**src/rtl/lsr_pkg.sv**
```systemverilog
// lsr_pkg: shared types and constants of the lifo stack with reverse
package lsr_pkg;

    localparam int OpWidth       = 2;
    localparam int ValueWidth    = 32;
    localparam int CountOutWidth = 7;
    localparam int StatusWidth   = 2;

    typedef enum logic [OpWidth-1:0] {
        OP_PUSH    = 2'd0,
        OP_POP     = 2'd1,
        OP_REVERSE = 2'd2,
        OP_CLEAR   = 2'd3
    } lsr_op_t;

    typedef enum logic [StatusWidth-1:0] {
        ST_OK        = 2'd0,
        ST_POP_EMPTY = 2'd1,
        ST_PUSH_FULL = 2'd2
    } lsr_status_t;

    typedef enum logic [3:0] {
        CMD_IDLE,
        CMD_PUSH,
        CMD_PUSH_FULL,
        CMD_POP,
        CMD_POP_EMPTY,
        CMD_POP_LOAD,
        CMD_CLEAR,
        CMD_REV_SKIP,
        CMD_REV_START,
        CMD_REV_WR_LO,
        CMD_REV_WR_HI
    } lsr_cmd_t;

    typedef struct packed {
        lsr_cmd_t cmd;
        logic     finish;
    } lsr_ctrl_t;

    typedef struct packed {
        logic empty;
        logic full;
        logic single;
        logic rev_short;
        logic rev_more;
        logic out_free;
    } lsr_stat_t;

endpackage

```
**src/rtl/lsr_ctrl.sv**
```systemverilog
// lsr_ctrl: controller state machine that sequences push, pop, clear and reverse
module lsr_ctrl
    import lsr_pkg::*;
(
    input  logic               clk,
    input  logic               rst_n,
    input  logic               in_valid,
    input  logic [OpWidth-1:0] opcode,
    input  lsr_stat_t          stat,
    output logic               in_ready,
    output lsr_ctrl_t          ctrl
);

    typedef enum logic [1:0] {
        S_IDLE,
        S_POP_LOAD,
        S_REV_LO,
        S_REV_HI
    } state_t;

    state_t state_reg;
    state_t state_next;

    always_comb
    begin
        in_ready    = (state_reg == S_IDLE) && stat.out_free;
        ctrl.cmd    = CMD_IDLE;
        ctrl.finish = 1'b0;
        state_next  = state_reg;
        case (state_reg)
            S_IDLE:
            begin
                if (in_valid && in_ready)
                begin
                    case (lsr_op_t'(opcode))
                        OP_PUSH:
                        begin
                            ctrl.cmd    = stat.full ? CMD_PUSH_FULL : CMD_PUSH;
                            ctrl.finish = 1'b1;
                        end
                        OP_POP:
                        begin
                            if (stat.empty)
                            begin
                                ctrl.cmd    = CMD_POP_EMPTY;
                                ctrl.finish = 1'b1;
                            end
                            else
                            begin
                                ctrl.cmd    = CMD_POP;
                                ctrl.finish = stat.single;
                                if (!stat.single)
                                begin
                                    state_next = S_POP_LOAD;
                                end
                            end
                        end
                        OP_REVERSE:
                        begin
                            if (stat.rev_short)
                            begin
                                ctrl.cmd    = CMD_REV_SKIP;
                                ctrl.finish = 1'b1;
                            end
                            else
                            begin
                                ctrl.cmd   = CMD_REV_START;
                                state_next = S_REV_LO;
                            end
                        end
                        OP_CLEAR:
                        begin
                            ctrl.cmd    = CMD_CLEAR;
                            ctrl.finish = 1'b1;
                        end
                        default:
                        begin
                            ctrl.cmd = CMD_IDLE;
                        end
                    endcase
                end
            end
            S_POP_LOAD:
            begin
                ctrl.cmd    = CMD_POP_LOAD;
                ctrl.finish = 1'b1;
                state_next  = S_IDLE;
            end
            S_REV_LO:
            begin
                ctrl.cmd   = CMD_REV_WR_LO;
                state_next = S_REV_HI;
            end
            S_REV_HI:
            begin
                ctrl.cmd = CMD_REV_WR_HI;
                if (stat.rev_more)
                begin
                    state_next = S_REV_LO;
                end
                else
                begin
                    ctrl.finish = 1'b1;
                    state_next  = S_IDLE;
                end
            end
            default:
            begin
                state_next = S_IDLE;
            end
        endcase
    end

    always_ff @(posedge clk or negedge rst_n)
    begin
        if (!rst_n)
        begin
            state_reg <= S_IDLE;
        end
        else
        begin
            state_reg <= state_next;
        end
    end

endmodule

```
**config.mk**
```make
export PLATFORM = sky130hd
export DESIGN_NAME = lsr_ctrl
export DESIGN_NICKNAME = d
export VERILOG_FILES = /design/src/rtl/lsr_pkg.sv /design/src/rtl/lsr_ctrl.sv
export SDC_FILE = /design/constraint.sdc
export NUM_CORES = 1
export LEC_CHECK = 0
export BUFFER_PORTS_ARGS = -buffer_cell sky130_fd_sc_hd__buf_4
export CORE_MARGIN = 2
export CORE_UTILIZATION = 30
export CTS_CLUSTER_DIAMETER = 50
export DETAILED_ROUTE_END_ITERATION = 16
export GPL_TIMING_DRIVEN = 0
export PLACE_DENSITY_LB_ADDON = 0.05
export RECOVER_POWER = 25
export SYNTH_ARGS = -nofsm -noshare
export SYNTH_HDL_FRONTEND = slang
export SYNTH_SLANG_ARGS = --single-unit
```
**constraint.sdc**
```tcl
create_clock -name clk -period 1.52 [get_ports clk]
set_input_delay 0.304 -clock clk [delete_from_list [all_inputs] [get_ports clk]]
set_output_delay 0.304 -clock clk [all_outputs]
set_load 0.05 [all_outputs]
```
==> summary.md <==
| Metric | Value |
|---|---|
| Fin util | 54.9% |
| Syn_area_per_cell | between 8 and 9 um^2 |
| Clock period minus worst slack | 1890 ps |
| Number of CTS-inserted buffers | 3 |
| Total grt overflow | 0 |
| Crit-path max FO | 4 |
| # diodes | 0 |
| Drt drc | 0 |
| CP endpoint | ctrl[4] |
| Clk_lat worst skew | 220 ps |
| CTS tree | yes |
| Worst-path clk slew | 30 ps |
| Ys Warns | 0 |
| DR iter-0 viols | 0 |
| Max_slew headroom | 77.9% |
| Dpl hpwl | 775 um |
| Final instance area | about 700 um^2 |
| RR Startpoint | state_reg[1]$_DFFE_PN0P_ |
| Max reg flops | 2 |
| Startpoint Class | flip-flop |
| Synth top area cells | ha_1, dfrtp_1, mux2_2 |
| Crit path from | state_reg[1]$_DFFE_PN0P_ |
| Status | finished with violations |
| #FFs+latches synth | 2 |
| Yosys top cell by area | ha_1 |
| Vias in the first global route | 416 |
| Via density | 5.01 |
| HP Class | input pin to asynchronous set/reset pin |
| Sequential cell area | 50.0 um^2 |
| Die width | about 40 um |
| ANT nets after route | 0 |
| First-pass GRT wire length | 1640 um |
| Main synth FF type | dfrtp_1 |
| Critical Path RT | between 1000 and 1500 ps |
| Post-synth EDFFs | 0 |
| Routability cong. | 0.727 |
| Largest net degree at the start of global routing | 11 |
| Fillers | 124 |
| Max cap viols | 0 |
| Layout area overhead | 75.2% |
| Crit Path Class | flip-flop to output port |
| Worst-Margin Slew | 328 ps |
| Ys async rst share | 100% |
| Initial antenna violation count | 0 |
| Crit-path max cell delay | 380 ps |
| WL/cell | 12.3 um |
| Failing checks | negative setup slack |
| WL final | 1060 um |
| Crit path arrival time | 1580 ps |
| CORE AREA | 0.00127 mm^2 |
| Post-DP Area | roughly 620 um^2 |
| Critical R2R Capture | state_reg[1]$_DFFE_PN0P_ |
| # IOs | 17 |
| FP Rows | 13 |
| CP max stage cell | dfrtp_1 |
| Detailed-route via count | roughly 430 |
| Cell breakdown of the critical path | inv_2, ha_4, nand3_4, or3_4, a21oi_4, buf_6 |
| Footprint of the multi-input gates | 404 um^2 |
| Achievable frequency | around 0.53 GHz |
| Syn_nets | 64 |
| Final Cycle Share | 124% |
| # nets final | 89 |
| Maximum vdd drop | 1.10 mV |
| Worst reg-to-reg path cell count | 6 |
| Slew Viols, Final | 0 |
| Drt pass-1 iters | 1 |
| Gate count of the mapped netlist | 48 |
| H-tree levels | 1 |
| P per Cell Area | 2000 mW/mm^2 |
| Root Buffer | clkbuf_4 |
| Die footprint | 0.00163 mm^2 |
| Critical Path End Type | output port |
| Leakage | 0.306 nW |
| I/O Buffers | 16 |
| Starting density of the core | 31.4% |
| Top cell type's share of synthesized area | 15.7% |
| Post-synthesis sequential area ratio | between 10% and 20% |
| Setup WS post-layout | -368 ps |
| Post-Route Skew | about 2.5 ps |
| Mapped cell area | 398 um^2 |
| Distinct cells, synth | 31 |
| RSZ-0062 raised after global routing | true |
| Fraction of layout cells with a size suffix above 1 | 53.5% |
| Clock Path Buffers | 2 |
| Height of the die | 40.4 um |
| Slack of the worst reg-to-reg path | 170 ps |
| GRT Total Usage | 14.6% |
| Clk sinks | 2 |
| Setup violators final | 5 |
| Hold Violations, Final | 0 |
[per-stage QoR]
step           worst slack (ps)  std cells  power, mW  setup TNS [ps]  hold slack (ps)
2_1_floorplan              -187         48      0.920            -291             8.41
3_3_place_gp               -243         79       1.14            -984             87.3
3_5_place_dp               -252         79       1.14            -979             86.5
4_1_cts                    -391         86       1.39           -1650              386
5_1_grt                    -443         86       1.48           -1930              431
6_report                   -368         86       1.39           -1570              396
[worst min-delay path by stage]
stage / startpoint / end / slack (ps) / cells after the start
after floorplan: rst_n / state_reg[0]$_DFFE_PN0P_ / 8 / 0
after global routing: rst_n / state_reg[0]$_DFFE_PN0P_ / 430 / 2
after CTS: rst_n / state_reg[0]$_DFFE_PN0P_ / 390 / 2
final: rst_n / state_reg[0]$_DFFE_PN0P_ / 400 / 2
after global placement: rst_n / state_reg[0]$_DFFE_PN0P_ / 90 / 1
after detailed placement: rst_n / state_reg[1]$_DFFE_PN0P_ / 90 / 1
[synthesized netlist by cell type, types with 2 or more instances]
| cell type | n |
|---|---|
| a21oi_1 | 4 |
| dfrtp_1 | 2 |
| ha_1 | 5 |
| inv_1 | 4 |
| mux2_2 | 2 |
| nand2_1 | 4 |
| o21ai_0 | 2 |
| or2b_1 | 2 |
[cells by family (layout without fill, tap and decap cells)]
logic type,count (synthesis),after routing,share of synthesized area (%)
flip-flops,2,2,12.6
buffers and inverters,5,28,4.71
AO/OA/AOI/OAI,15,15,29.6
adder cells (fa/ha/maj),5,5,15.7
multiplexers,3,3,8.18
AND/OR/NAND/NOR,18,18,29.2
[layout by cell type (no fill, tap or decap), drive strengths merged, types with 2 or more instances in the layout]
cell,netlist,routed
nand2,4,4
inv,4,4
o21ai,2,2
or2b,2,2
buf,0,19
mux2,2,2
a21oi,4,4
dfrtp,2,2
o32ai,2,2
ha,5,5
and3,2,2
clkbuf,1,4
[routing by layer]
metal	up-vias	part of all wire [%]	track usage, %
li1	229	-	-
met1	193	43	17.7
met2	9	53	27.4
met3	0	3.2	0
met4	0	0	5.00
met5	-	0	0
[worst max-delay path: cells and delay by family (launching register included)]
family                     cells  cell delay [ps]
and+or+nand+nor                2              420
buffers and inverters          2              270
AOI/OAI and AO/OA              1              130
adders and majority gates      1              170
DFF                            1              380
[timing repair]
action                     4_1_cts  5_1_grt
hold buffers                     1        0
hold endpoints to repair         2        0
setup endpoints to repair        6        6
resized for setup                6        2
pin swaps                        1        1
setup buffers                    3        0
[area by class of cell]
class	count	share of cell area (%)
Multi-Input combinational cell	41	58.0
Sequential cell	2	7.18
Inverter	4	2.15
Timing Repair Buffer	20	24.6
Clock buffer	3	3.23
Tap cell	15	2.69
Buffer	1	2.15
[power by group]
group / total, mW / leakage [nW] / internal [mW] / switching, mW
combinational: 1.19 / 0.267 / 0.522 / 0.666
sequential: 0.0922 / 0.0257 / 0.0765 / 0.0157
clock: 0.113 / 0.0138 / 0.0867 / 0.0263
Power figures use the tool's default switching activity.
